`src/sv/pvh_pkg.sv`:
```
// ----------------------------------------------------------------------------
// pvh_pkg - particle velocity histogram shared definitions
// Widths, register indexes, reset values and the queue command flags.
// ----------------------------------------------------------------------------
`default_nettype none

package pvh_pkg;

  localparam int BINS_DEFAULT        = 64;
  localparam int COUNT_WIDTH_DEFAULT = 16;
  localparam int QUEUE_DEPTH         = 4;

  localparam int TYPE_W      = 8;
  localparam int VEL_W       = 16;
  localparam int SCALE_W     = 16;
  localparam int MODE_W      = 2;
  localparam int CFG_INDEX_W = 2;
  localparam int CFG_DATA_W  = 16;
  localparam int OUT_INDEX_W = 6;
  localparam int OUT_COUNT_W = 16;

  localparam logic [CFG_INDEX_W-1:0] REG_AXIS_MODE      = 2'd0;
  localparam logic [CFG_INDEX_W-1:0] REG_BIN_SCALE      = 2'd1;
  localparam logic [CFG_INDEX_W-1:0] REG_REFERENCE_TYPE = 2'd2;

  localparam logic [MODE_W-1:0] MODE_SPEED = 2'd0;
  localparam logic [MODE_W-1:0] MODE_X     = 2'd1;
  localparam logic [MODE_W-1:0] MODE_Y     = 2'd2;
  localparam logic [MODE_W-1:0] MODE_Z     = 2'd3;

  localparam logic [MODE_W-1:0]  AXIS_MODE_RESET      = MODE_SPEED;
  localparam logic [SCALE_W-1:0] BIN_SCALE_RESET      = 16'd2560;
  localparam logic [TYPE_W-1:0]  REFERENCE_TYPE_RESET = 8'd14;

  typedef struct packed {
    logic count_en;
    logic ref_en;
    logic last;
  } cmd_flags_t;

endpackage

`default_nettype wire

```
`src/sv/particle_velocity_histogram.sv`:
```
// ----------------------------------------------------------------------------
// particle_velocity_histogram - fixed-width histogram of particle velocities
// Bins speed or one velocity component per particle; reads out on last.
// ----------------------------------------------------------------------------
//  channel  | handshake           | beat
//  ---------+---------------------+-------------------------------------------
//  in       | in_valid / in_stall | particle_type pinned vel_x/y/z last_particle
//  out      | out_valid/out_stall | bin_index bin_count last_bin empty_res
//  cfg      | cfg_write           | cfg_index cfg_data
//
//  Classifier: speed mode runs serial squares, a 16-step root and the scale
//  multiply; component mode only the scale multiply; a fixed particle is queued.
//  Count engine: counted particles get a count RAM read and write; others do not.
//  Readout: each bin is read, then loaded into out; then the count RAM is cleared.
//  After reset the count RAM is cleared; in_stall is high meanwhile.
//  A 4-entry queue decouples the two halves; out has its own output register.
// ----------------------------------------------------------------------------
`default_nettype none

module particle_velocity_histogram #(
  parameter int BINS = pvh_pkg::BINS_DEFAULT,
  parameter int COUNT_WIDTH = pvh_pkg::COUNT_WIDTH_DEFAULT
) (
  input  wire logic                               clk,
  input  wire logic                               rst,
  input  wire logic                               in_valid,
  output logic                                    in_stall,
  input  wire logic [pvh_pkg::TYPE_W-1:0]         particle_type,
  input  wire logic                               pinned,
  input  wire logic signed [pvh_pkg::VEL_W-1:0]   vel_x,
  input  wire logic signed [pvh_pkg::VEL_W-1:0]   vel_y,
  input  wire logic signed [pvh_pkg::VEL_W-1:0]   vel_z,
  input  wire logic                               last_particle,
  output logic                                    out_valid,
  input  wire logic                               out_stall,
  output logic [pvh_pkg::OUT_INDEX_W-1:0]         bin_index,
  output logic [pvh_pkg::OUT_COUNT_W-1:0]         bin_count,
  output logic                                    last_bin,
  output logic                                    empty_res,
  input  wire logic                               cfg_write,
  input  wire logic [pvh_pkg::CFG_INDEX_W-1:0]    cfg_index,
  input  wire logic [pvh_pkg::CFG_DATA_W-1:0]     cfg_data
);
  import pvh_pkg::*;

  localparam int BW  = (BINS > 1) ? $clog2(BINS) : 1;
  localparam int QW  = $bits(cmd_flags_t) + BW;

  logic [MODE_W-1:0]  axis_mode;
  logic [SCALE_W-1:0] bin_scale;
  logic [TYPE_W-1:0]  reference_type;

  logic               push;
  cmd_flags_t         push_flags;
  logic [BW-1:0]      push_bin;
  logic               full;
  logic               pop;
  logic               empty;
  logic [QW-1:0]      pop_data;
  cmd_flags_t         pop_flags;
  logic [BW-1:0]      pop_bin;
  logic               init_busy;

  assign pop_flags = cmd_flags_t'(pop_data[QW-1:BW]);
  assign pop_bin   = pop_data[BW-1:0];

  always_ff @(posedge clk) begin
    if (rst) begin
      axis_mode      <= AXIS_MODE_RESET;
      bin_scale      <= BIN_SCALE_RESET;
      reference_type <= REFERENCE_TYPE_RESET;
    end else if (cfg_write) begin
      case (cfg_index)
        REG_AXIS_MODE:      axis_mode      <= cfg_data[MODE_W-1:0];
        REG_BIN_SCALE:      bin_scale      <= cfg_data[SCALE_W-1:0];
        REG_REFERENCE_TYPE: reference_type <= cfg_data[TYPE_W-1:0];
        default: ;
      endcase
    end
  end

  pvh_front #(.BINS(BINS)) u_front (
    .clk            (clk),
    .rst            (rst),
    .in_valid       (in_valid),
    .in_stall       (in_stall),
    .particle_type  (particle_type),
    .pinned         (pinned),
    .vel_x          (vel_x),
    .vel_y          (vel_y),
    .vel_z          (vel_z),
    .last_particle  (last_particle),
    .axis_mode      (axis_mode),
    .bin_scale      (bin_scale),
    .reference_type (reference_type),
    .hold           (init_busy),
    .push           (push),
    .push_flags     (push_flags),
    .push_bin       (push_bin),
    .full           (full)
  );

  pvh_fifo #(.WIDTH(QW), .DEPTH(QUEUE_DEPTH)) u_queue (
    .clk       (clk),
    .rst       (rst),
    .push      (push),
    .push_data ({push_flags, push_bin}),
    .full      (full),
    .pop       (pop),
    .pop_data  (pop_data),
    .empty     (empty)
  );

  pvh_back #(.BINS(BINS), .COUNT_WIDTH(COUNT_WIDTH)) u_back (
    .clk       (clk),
    .rst       (rst),
    .empty     (empty),
    .pop       (pop),
    .flags     (pop_flags),
    .bin       (pop_bin),
    .out_valid (out_valid),
    .out_stall (out_stall),
    .bin_index (bin_index),
    .bin_count (bin_count),
    .last_bin  (last_bin),
    .empty_res (empty_res),
    .init_busy (init_busy)
  );

`ifndef ASSERT_OFF
  a_busy_after_accept: assert property (@(posedge clk) disable iff (rst)
    in_valid && !in_stall |=> in_stall)
    else $error("classifier took a second beat while busy");

  a_empty_result_form: assert property (@(posedge clk) disable iff (rst)
    out_valid && empty_res |-> last_bin && (bin_count == '0) && (bin_index == '0))
    else $error("empty result not a lone final zero beat");

  a_no_output_in_init: assert property (@(posedge clk) disable iff (rst)
    init_busy |-> !out_valid && in_stall)
    else $error("activity during post-reset clear");
`endif

endmodule

`default_nettype wire

```
`src/sv/pvh_fifo.sv`:
```
// ----------------------------------------------------------------------------
// pvh_fifo - command queue
// Small register queue between the classifier and the count engine.
// ----------------------------------------------------------------------------
`default_nettype none

module pvh_fifo #(
  parameter int WIDTH = 8,
  parameter int DEPTH = pvh_pkg::QUEUE_DEPTH,
  localparam int PW = (DEPTH > 1) ? $clog2(DEPTH) : 1,
  localparam int CNTW = $clog2(DEPTH + 1)
) (
  input  wire logic             clk,
  input  wire logic             rst,
  input  wire logic             push,
  input  wire logic [WIDTH-1:0] push_data,
  output logic                  full,
  input  wire logic             pop,
  output logic [WIDTH-1:0]      pop_data,
  output logic                  empty
);
  import pvh_pkg::*;

  logic [WIDTH-1:0] slots [DEPTH];
  logic [PW-1:0]    wptr;
  logic [PW-1:0]    rptr;
  logic [CNTW-1:0]  fill;
  logic             do_push;
  logic             do_pop;

  assign full     = (fill == CNTW'(DEPTH));
  assign empty    = (fill == '0);
  assign do_push  = push && !full;
  assign do_pop   = pop && !empty;
  assign pop_data = slots[rptr];

  always_ff @(posedge clk) begin
    if (rst) begin
      wptr <= '0;
      rptr <= '0;
      fill <= '0;
    end else begin
      if (do_push) begin
        slots[wptr] <= push_data;
        wptr <= (wptr == PW'(DEPTH - 1)) ? '0 : wptr + 1'b1;
      end
      if (do_pop) begin
        rptr <= (rptr == PW'(DEPTH - 1)) ? '0 : rptr + 1'b1;
      end
      if (do_push && !do_pop) begin
        fill <= fill + 1'b1;
      end else if (do_pop && !do_push) begin
        fill <= fill - 1'b1;
      end
    end
  end

endmodule

`default_nettype wire

```
`src/sv/pvh_front.sv`:
```
// ----------------------------------------------------------------------------
// pvh_front - particle classifier
// Accepts a particle, forms speed or component, scales it and queues the bin.
// ----------------------------------------------------------------------------
`default_nettype none

module pvh_front #(
  parameter int BINS = pvh_pkg::BINS_DEFAULT,
  localparam int BW = (BINS > 1) ? $clog2(BINS) : 1
) (
  input  wire logic                        clk,
  input  wire logic                        rst,
  input  wire logic                        in_valid,
  output logic                             in_stall,
  input  wire logic [pvh_pkg::TYPE_W-1:0]  particle_type,
  input  wire logic                        pinned,
  input  wire logic signed [pvh_pkg::VEL_W-1:0] vel_x,
  input  wire logic signed [pvh_pkg::VEL_W-1:0] vel_y,
  input  wire logic signed [pvh_pkg::VEL_W-1:0] vel_z,
  input  wire logic                        last_particle,
  input  wire logic [pvh_pkg::MODE_W-1:0]  axis_mode,
  input  wire logic [pvh_pkg::SCALE_W-1:0] bin_scale,
  input  wire logic [pvh_pkg::TYPE_W-1:0]  reference_type,
  input  wire logic                        hold,
  output logic                             push,
  output pvh_pkg::cmd_flags_t              push_flags,
  output logic [BW-1:0]                    push_bin,
  input  wire logic                        full
);
  import pvh_pkg::*;

  typedef enum logic [2:0] {S_IDLE, S_SQ, S_ROOT, S_MUL, S_BIN} state_t;

  state_t                   state;
  logic signed [VEL_W-1:0]  vx;
  logic signed [VEL_W-1:0]  vy;
  logic signed [VEL_W-1:0]  vz;
  logic                     is_ref;
  logic                     skip;
  logic                     last;
  logic [1:0]               sq_cnt;
  logic [3:0]               root_cnt;
  logic [31:0]              rem;
  logic [31:0]              root;
  logic [31:0]              bbit;
  logic signed [33:0]       prod;

  logic signed [VEL_W-1:0]  comp;
  logic signed [16:0]       mul_a;
  logic signed [16:0]       mul_b;
  logic [31:0]              trial;
  logic [17:0]              bin_hi;
  logic                     neg;
  logic                     over;
  logic                     accept;

  assign accept   = in_valid && !in_stall;
  assign in_stall = (state != S_IDLE) || hold;

  always_comb begin
    comp = vz;
    if (state == S_SQ) begin
      case (sq_cnt)
        2'd0:    comp = vx;
        2'd1:    comp = vy;
        default: comp = vz;
      endcase
    end else begin
      case (axis_mode)
        MODE_X:  comp = vx;
        MODE_Y:  comp = vy;
        default: comp = vz;
      endcase
    end
  end

  always_comb begin
    if (state == S_SQ) begin
      mul_a = {comp[VEL_W-1], comp};
      mul_b = {comp[VEL_W-1], comp};
    end else begin
      mul_a = (axis_mode == MODE_SPEED) ? {1'b0, root[15:0]} : {comp[VEL_W-1], comp};
      mul_b = {1'b0, bin_scale};
    end
  end

  assign trial  = root + bbit;
  assign bin_hi = prod[33:16];
  assign neg    = prod[33];
  assign over   = !neg && (bin_hi > 18'(BINS - 1));

  assign push                = (state == S_BIN) && !full;
  assign push_flags.count_en = !skip && !neg && !over;
  assign push_flags.ref_en   = is_ref;
  assign push_flags.last     = last;
  assign push_bin            = neg ? '0 : (over ? BW'(BINS - 1) : prod[16 +: BW]);

  always_ff @(posedge clk) begin
    if (rst) begin
      state <= S_IDLE;
    end else begin
      case (state)
        S_IDLE: begin
          if (accept) begin
            vx     <= vel_x;
            vy     <= vel_y;
            vz     <= vel_z;
            last   <= last_particle;
            skip   <= pinned;
            is_ref <= !pinned && (particle_type == reference_type);
            rem    <= '0;
            sq_cnt <= '0;
            if (pinned) begin
              state <= S_BIN;
            end else if (axis_mode == MODE_SPEED) begin
              state <= S_SQ;
            end else begin
              state <= S_MUL;
            end
          end
        end
        S_SQ: begin
          prod   <= mul_a * mul_b;
          sq_cnt <= sq_cnt + 1'b1;
          if (sq_cnt != 2'd0) begin
            rem <= rem + prod[31:0];
          end
          if (sq_cnt == 2'd3) begin
            root     <= '0;
            bbit     <= 32'h4000_0000;
            root_cnt <= '0;
            state    <= S_ROOT;
          end
        end
        S_ROOT: begin
          if (rem >= trial) begin
            rem  <= rem - trial;
            root <= (root >> 1) + bbit;
          end else begin
            root <= root >> 1;
          end
          bbit     <= bbit >> 2;
          root_cnt <= root_cnt + 1'b1;
          if (root_cnt == 4'd15) begin
            state <= S_MUL;
          end
        end
        S_MUL: begin
          prod  <= mul_a * mul_b;
          state <= S_BIN;
        end
        S_BIN: begin
          if (!full) begin
            state <= S_IDLE;
          end
        end
        default: state <= S_IDLE;
      endcase
    end
  end

endmodule

`default_nettype wire

```
`src/sv/pvh_back.sv`:
```
// ----------------------------------------------------------------------------
// pvh_back - count engine and readout
// Updates the count store, tracks the reference maximum, reads out and clears.
// ----------------------------------------------------------------------------
`default_nettype none

module pvh_back #(
  parameter int BINS = pvh_pkg::BINS_DEFAULT,
  parameter int COUNT_WIDTH = pvh_pkg::COUNT_WIDTH_DEFAULT,
  localparam int BW = (BINS > 1) ? $clog2(BINS) : 1
) (
  input  wire logic                            clk,
  input  wire logic                            rst,
  input  wire logic                            empty,
  output logic                                 pop,
  input  wire pvh_pkg::cmd_flags_t             flags,
  input  wire logic [BW-1:0]                   bin,
  output logic                                 out_valid,
  input  wire logic                            out_stall,
  output logic [pvh_pkg::OUT_INDEX_W-1:0]      bin_index,
  output logic [pvh_pkg::OUT_COUNT_W-1:0]      bin_count,
  output logic                                 last_bin,
  output logic                                 empty_res,
  output logic                                 init_busy
);
  import pvh_pkg::*;

  typedef enum logic [3:0] {
    B_INIT, B_IDLE, B_RD, B_WR, B_CHK, B_EMPTY, B_RO_RD, B_RO_LD, B_CLR
  } state_t;

  state_t                 state;
  logic [COUNT_WIDTH-1:0] counts [BINS];
  logic [COUNT_WIDTH-1:0] rdata;
  logic [BW-1:0]          cur_bin;
  logic                   cur_last;
  logic [BW-1:0]          max_bin;
  logic                   ref_seen;
  logic [BW-1:0]          k;
  logic [BW-1:0]          clr_addr;

  logic                   we;
  logic                   re;
  logic [BW-1:0]          waddr;
  logic [BW-1:0]          raddr;
  logic [COUNT_WIDTH-1:0] wdata;
  logic [COUNT_WIDTH-1:0] inc;
  logic [31:0]            cnt_wide;
  logic [31:0]            idx_wide;
  logic                   out_free;
  logic                   out_load;

  assign pop       = (state == B_IDLE) && !empty;
  assign init_busy = (state == B_INIT);
  assign out_free  = !out_valid || !out_stall;
  assign out_load  = ((state == B_EMPTY) || (state == B_RO_LD)) && out_free;
  assign inc       = (rdata == {COUNT_WIDTH{1'b1}}) ? rdata : rdata + 1'b1;
  assign cnt_wide  = 32'(rdata);
  assign idx_wide  = 32'(k);

  always_comb begin
    we    = 1'b0;
    re    = 1'b0;
    waddr = clr_addr;
    raddr = cur_bin;
    wdata = '0;
    case (state)
      B_INIT, B_CLR: we = 1'b1;
      B_RD: re = 1'b1;
      B_WR: begin
        we    = 1'b1;
        waddr = cur_bin;
        wdata = inc;
      end
      B_RO_RD: begin
        re    = 1'b1;
        raddr = k;
      end
      default: ;
    endcase
  end

  always_ff @(posedge clk) begin
    if (we) begin
      counts[waddr] <= wdata;
    end
    if (re) begin
      rdata <= counts[raddr];
    end
  end

  always_ff @(posedge clk) begin
    if (rst) begin
      state     <= B_INIT;
      clr_addr  <= '0;
      ref_seen  <= 1'b0;
      max_bin   <= '0;
      out_valid <= 1'b0;
    end else begin
      if (out_load) begin
        out_valid <= 1'b1;
      end else if (out_valid && !out_stall) begin
        out_valid <= 1'b0;
      end
      case (state)
        B_INIT, B_CLR: begin
          clr_addr <= clr_addr + 1'b1;
          if (clr_addr == BW'(BINS - 1)) begin
            state <= B_IDLE;
          end
        end
        B_IDLE: begin
          if (!empty) begin
            cur_bin  <= bin;
            cur_last <= flags.last;
            if (flags.ref_en) begin
              ref_seen <= 1'b1;
              if (!ref_seen || bin > max_bin) begin
                max_bin <= bin;
              end
            end
            if (flags.count_en) begin
              state <= B_RD;
            end else if (flags.last) begin
              state <= B_CHK;
            end
          end
        end
        B_RD: state <= B_WR;
        B_WR: state <= cur_last ? B_CHK : B_IDLE;
        B_CHK: begin
          k     <= '0;
          state <= ref_seen ? B_RO_RD : B_EMPTY;
        end
        B_EMPTY: begin
          if (out_free) begin
            bin_index <= '0;
            bin_count <= '0;
            last_bin  <= 1'b1;
            empty_res <= 1'b1;
            clr_addr  <= '0;
            ref_seen  <= 1'b0;
            max_bin   <= '0;
            state     <= B_CLR;
          end
        end
        B_RO_RD: state <= B_RO_LD;
        B_RO_LD: begin
          if (out_free) begin
            bin_index <= idx_wide[OUT_INDEX_W-1:0];
            bin_count <= (cnt_wide > 32'hFFFF) ? {OUT_COUNT_W{1'b1}}
                                               : cnt_wide[OUT_COUNT_W-1:0];
            last_bin  <= (k == max_bin);
            empty_res <= 1'b0;
            if (k == max_bin) begin
              clr_addr <= '0;
              ref_seen <= 1'b0;
              max_bin  <= '0;
              state    <= B_CLR;
            end else begin
              k     <= k + 1'b1;
              state <= B_RO_RD;
            end
          end
        end
        default: state <= B_IDLE;
      endcase
    end
  end

endmodule

`default_nettype wire

```
`config.mk`:
```
export PLATFORM = sky130hd
export DESIGN_NAME = particle_velocity_histogram
export DESIGN_NICKNAME = d
export VERILOG_FILES = /design/src/sv/pvh_pkg.sv /design/src/sv/particle_velocity_histogram.sv /design/src/sv/pvh_fifo.sv /design/src/sv/pvh_front.sv /design/src/sv/pvh_back.sv
export SDC_FILE = /design/constraint.sdc
export NUM_CORES = 2
export LEC_CHECK = 0
export BUFFER_PORTS_ARGS = -buffer_cell sky130_fd_sc_hd__buf_2
export CORE_MARGIN = 2
export CORE_UTILIZATION = 45
export DETAILED_ROUTE_END_ITERATION = 7
export PLACE_DENSITY = 0.61
export SYNTH_ARGS = -nofsm -noshare
export SYNTH_HDL_FRONTEND = slang
export SYNTH_HIERARCHICAL = 1
export SYNTH_SLANG_ARGS = --single-unit
```
`constraint.sdc`:
```
create_clock -name clk -period 9.45 [get_ports clk]
set_input_delay 0.945 -clock clk [delete_from_list [all_inputs] [get_ports clk]]
set_output_delay 0.945 -clock clk [all_outputs]
set_load 0.005 [all_outputs]
```
Word level (Yosys, flattened, before mapping)
Memory sizes are Yosys's and may differ from the RTL's. A register that Yosys moved wholly into a read port is not among the register bits.
Cells that the tools add are included.
{ "classes": {"addsub": 13, "mul": 1, "div_mod_pow": 0, "order_cmp": 4, "n_eq_ne": 41, "n_shift": 0, "n_mux": 84, "bitwise_logic": 2, "n_reduce_logical": 66} }
{ "op_table": {"columns": ["op", "n"], "rows": [
  ["$mux W32", 6],
  ["$pmux W32 S2", 2],
  ["$mux W16", 6],
  ["$pmux W16 S2", 3],
  ["$pmux W32 S3", 1],
  ["$mux W6", 13],
  ["$add A32 B32 Y32", 2],
  ["$mux W17", 3],
  ["$pmux W6 S3", 2],
  ["$mul A17 B17 Y34", 1],
  ["$add A31 B32 Y32", 1],
  ["$ge A32 B32 Y1", 1],
  ["$mux W4", 8],
  ["$pmux W4 S8", 1],
  ["$sub A32 B32 Y32", 1],
  ["$mux W3", 8],
  ["$pmux W6 S2", 2],
  ["$gt A18 B6 Y1 const B", 1],
  ["$add A16 B1 Y16 const B", 1],
  ["$eq A16 B16 Y1 const B", 1],
  ["$eq A4 B3 Y1 const B", 4],
  ["$gt A16 B16 Y1 const B", 1],
  ["$mux W1", 16],
  ["$ne A2 B2 Y1 const B", 8],
  ["42 further kinds", 118]
]} }
{ "word_totals": {"regBits": 278, "latch_bits": 0, "mem_bits_rw": 1060, "rom_bits": 0, "in_bits": 81, "wordCells": 244, "memories": 2} }
{ "mem_list": {"columns": ["name", "words", "word_bits", "read_ports", "rd_ports_with_merged_regs", "write_ports", "line", "rtl"], "rows": [
  ["u_back.counts", 64, 16, 1, 1, 1, "pvh_back.sv:33", "logic [COUNT_WIDTH-1:0] counts [BINS];"],
  ["u_queue.slots", 4, 9, 1, 1, 1, "pvh_fifo.sv:24", "logic [WIDTH-1:0] slots [DEPTH];"]
]} }

Logic depth before layout (Yosys ltp)
{ "depth": {"word_depth": 8, "mapped_depth": 33} }

By module
The synthesis kept the hierarchy.
{ "by_module_without_submodules": {"columns": ["module", "instances", "cells_each", "area_per_inst_um2", "seq_area_each_um2"], "rows": [
  ["pvh_back", 1, 3229, 43488.0, 32701.4],
  ["pvh_front", 1, 2433, 22900.7, 5195.0],
  ["pvh_fifo", 1, 97, 1781.7, 1261.2],
  ["particle_velocity_histogram", 1, 108, 1119.8, 520.5]
]} }

Worst setup path before layout
OpenSTA, ideal clock, no wires.
{ "synth_path": {"path_type": "register to register", "start": "register u_front.sq_cnt[0]", "end": "register u_front.prod[33], data pin", "setup_ns": 0.260, "arrival_ns": 7.287, "required_ns": 9.190, "slack_ns": 1.903, "path_stages_with_launch": 32, "path_buffers": 3, "period_less_slack_ns": 7.547, "cell_sequence": "edfxtp_1 inv_1 ha_1 clkbuf_1 nor2_1 a21o_1 nand2_1 o41a_1 clkbuf_1 and2_1 clkbuf_1 nor2_1 fa_1 inv_1 fa_1 inv_1 fa_1 fa_1 fa_1 inv_1 fa_1 inv_1 ha_1 a21oi_1 o21ai_1 nor4_1 nor3_1 a221o_1 a211oi_1 o41ai_1 a21oi_1 xnor2_1"} }
{ "synth_via": {"elab_chain_cells": 6, "elab_cells_between_ends": 8, "classes_between": "1 x mul; 1 x eq/ne; 5 x mux; 1 x reduce/logical"} }
{ "synth_lines": {"columns": ["element", "line", "rtl"], "rows": [
  ["start, declared", "pvh_front.sv:41", "logic [1:0] sq_cnt;"],
  ["start signal, assigned", "pvh_front.sv:124", "sq_cnt <= sq_cnt + 1'b1;"],
  ["$eq A2 B1 Y1 / $logic_not A2 Y1 (equally long branches)", "pvh_front.sv:63", "case (sq_cnt)"],
  ["$pmux W16 S2 *", "pvh_front.sv:63", null],
  ["$mux W16 *", "pvh_front.sv:62", "if (state == S_SQ) begin"],
  ["$mux W17", "pvh_front.sv:82", "mul_a = (axis_mode == MODE_SPEED) ? {1'b0, root[15:0]} : {comp[VEL_W-1], comp};"],
  ["$mux W17", "pvh_front.sv:78", "if (state == S_SQ) begin"],
  ["$mul A17 B17 Y34 *", "pvh_front.sv:123, pvh_front.sv:149", null],
  ["end signal, assigned", "pvh_front.sv:123", "prod <= mul_a * mul_b;"],
  ["end signal, assigned", "pvh_front.sv:149", "prod <= mul_a * mul_b;"],
  ["end, declared", "pvh_front.sv:46", "logic signed [33:0] prod;"]
]} }
Every way passes the cells marked *; elsewhere a longest branch is shown, timed or not.
A chain may end at the register's enable or synchronous reset.

Worst setup path in the final report
{ "layout_path": {"start": "register axis_mode[0]", "end": "register u_front.prod[33], data pin"} }
{ "layout_via": {"elab_chain_cells": 6, "elab_cells_between_ends": 9, "classes_between": "1 x mul; 2 x eq/ne; 5 x mux; 1 x reduce/logical"} }
{ "layout_lines": {"columns": ["element", "line", "rtl"], "rows": [
  ["start, declared", "particle_velocity_histogram.sv:49", "logic [MODE_W-1:0] axis_mode;"],
  ["start signal, assigned", "particle_velocity_histogram.sv:74", "REG_AXIS_MODE: axis_mode <= cfg_data[MODE_W-1:0];"],
  ["$eq A2 B2 Y1 / $eq A2 B1 Y1 (equally long branches)", "pvh_front.sv:69", "case (axis_mode)"],
  ["$pmux W16 S2", "pvh_front.sv:69", null],
  ["$mux W16", "pvh_front.sv:62", null],
  ["$mux W17", "pvh_front.sv:82", null],
  ["$mux W17", "pvh_front.sv:78", null],
  ["$mul A17 B17 Y34 *", "pvh_front.sv:123, pvh_front.sv:149", null]
]} }
Marks and branches as above.

==> impl_metrics.json <==
{
  "finalCriticalPeriod_ps": 8495,
  "final_common_cell": "edfxtp_1",
  "gp_congestion": 0.8942,
  "hold_viol": 0,
  "final_cell_mix": "edfxtp_1 (1284), nand2_1 (1126), nor2_1 (412)",
  "drv_slew": 0,
  "syn_nets": 6451,
  "worstPathMaxFanout": 17,
  "worstReg2RegEnd": "u_front/prod[33]",
  "startpoint": "axis_mode[0]",
  "path_delay_family": "adder cells",
  "drtIter0Drc": 5189,
  "power.total_mw": 13.08,
  "nets": 6556,
  "core_mm2": 0.1535,
  "htreeDepth": 4,
  "cp_data_arrival_time_ps": 9000,
  "synth_cells": 5867,
  "ant_nets": 0,
  "via_per_inst": 5.785,
  "fin_hold_ws_ps": 334.8,
  "post-route-period-util": 0.8990,
  "final_util": 0.5020,
  "antenna_found_initial": 6,
  "clock_latency_ps": 820,
  "area_growth_pct": 11.22,
  "start_util": 0.4514,
  "reg2reg_depth": 28,
  "endpoint": "u_front/prod[33]",
  "skew_ps": 36.66,
  "vias": 47040,
  "fin_ws_ps": 954.6,
  "max_stage_delay_ps": 550,
  "syn_avg_cell_area_um2": 11.81,
  "cts_buffers": 144,
  "setup_violations": 0,
  "synth_top_cell_area_share": 0.5565,
  "hold_path.class": "input pin to flop",
  "ys_warn_count": 6,
  "cts-root-buf": "clkbuf_16",
  "grt_overflow": 0,
  "post-cts-setup-buffers": 0,
  "place_area_mm2": 0.07235,
  "ys_ff_latch": 1340,
  "dp_cells": 7870,
  "dp_slack_ps": 1031,
  "port_buffers": 106,
  "timing.fmax_mhz": 117.7,
  "ys_seq_area_frac": 0.5726,
  "grt_max_degree": 138,
  "synth_ff_type": "edfxtp_1",
  "cellPowerDensity_mw_per_mm2": 169.7,
  "slew_headroom": 0.1339,
  "drive_above_1_share": 0.08988,
  "synthDistinctLibCells": 99,
  "r2r_start": "axis_mode[0]",
  "drt_wl_total_mm": 194.4,
  "synth_top_area_cell": "edfxtp_1",
  "fin_setup_tns_ps": 0,
  "synth_edf_count": 1284,
  "ir_drop_mv": 0.1938,
  "pin_count": 107,
  "path_class": "flop to flop",
  "dp_hpwl_mm": 125.5,
  "drc": 0,
  "rows": 144,
  "die_h_um": 396.4,
  "p_leak_nw": 29.10,
  "cts_tree": "yes",
  "crit_buf_inv": 7,
  "syn_area_mm2": 0.06929,
  "yosys-top-cells-area": "edfxtp_1 (56%), fa_1 (8.6%), nand2_1 (6.1%)",
  "rsz0062_at_grt": "no",
  "grt_pass1_vias": 45830,
  "cts_sinks": 1340,
  "ff2ff_setup_slack_ps": 950,
  "stdcell_count": 8132,
  "clkTransAtPathRegs_ps": 60,
  "die_area_mm2": 0.1571,
  "avgRoutedWirePerCell_um": 23.90,
  "gr-usage-all-layers": 0.2479,
  "post_cts_resized": 0,
  "min_from": "last_particle",
  "tightest_slew_ps": 1289,
  "cts_max_path_buffers": 3,
  "status": "complete, no violations",
  "end_kind": "flop",
  "start_kind": "flop",
  "holdBufCountCts": 0,
  "maxCapViolations": 0,
  "grt_pass1_wl_mm": 292.9,
  "die_w_um": 396.4,
  "async_reset_ff_frac": 0,
  "critical-path-slowest-cell": "fa_1",
  "final_area_mm2": 0.07707,
  "required_ps": 9960,
  "crit_cells": 28,
  "firstDrtPassIters": 6
}
[flip-flops by register name, indices dropped and copies added (netlist names), 8 cells and up, named ones only]
register,cells
u_back/counts,1024
u_queue/slots,36
u_front/prod,34
u_front/rem,32
u_front/root,32
bin_scale,16
u_back/bin_count,16
u_back/rdata,16
u_front/bbit,16
u_front/vx,16
u_front/vy,16
u_front/vz,16
reference_type,8
[where the power goes]
| group | internal (mW) | switching [mW] | total [mW] |
|---|---|---|---|
| registers | 6.48 | 0.0123 | 6.49 |
| logic | 0.372 | 0.640 | 1.01 |
| clock network | 3.14 | 2.44 | 5.57 |
[final cells by class]
class	instances	area, um^2
multi-input cells	3886	27130
well taps	2044	2557
inverters	352	1321
diodes	2	5.005
flip-flops and latches	1340	39680
repair buffers	248	1659
clock inverters	78	934.6
clock buffers	182	3777
fillers	13380	76440
[synth_stat cells, types with 56 or more instances]
cell / instances
dfxtp_1: 56
xnor2_1: 106
nor2_1: 435
inv_1: 348
mux2i_1: 102
fa_1: 299
nand3_1: 341
nand4_1: 138
o21ai_0: 79
edfxtp_1: 1284
a21oi_1: 141
a32oi_1: 67
nand2_1: 1126
a31oi_1: 146
xor2_1: 76
buf_2: 116
clkbuf_1: 119
ha_1: 204
nand2b_1: 64
[routing by layer]
layer | up-vias | global-route usage | wire length (um)
met5 | - | 0 | 14
met4 | 2 | 0.05846 | 3809
met3 | 254 | 0.03969 | 17530
met2 | 2007 | 0.3816 | 87800
met1 | 23630 | 0.3689 | 85200
li1 | 21140 | - | -
[how the worst min path moves through the flow]
stage                              to  slack (ps)  cells after the start
finish                   u_front/last         330                      1
global route             u_front/last         310                      1
CTS                      u_front/last         290                      1
detailed placement  reference_type[7]         480                      2
global placement        bin_scale[13]         470                      2
floorplan                bin_scale[0]         450                      2
[logic make-up (layout without fill, tap and decap cells)]
family,Yosys count,after routing,share of synthesized area
AOI/OAI and AO/OA,744,744,0.07245
xor gates and xnor gates,182,182,0.02301
adders and majority gates,503,503,0.1232
buffers and inverters,641,860,0.03955
DFF,1340,1340,0.5726
muxes,119,119,0.01939
other,1,3,0.00005412
and+or+nand+nor,2337,2337,0.1497
Power figures use the tool's default switching activity.
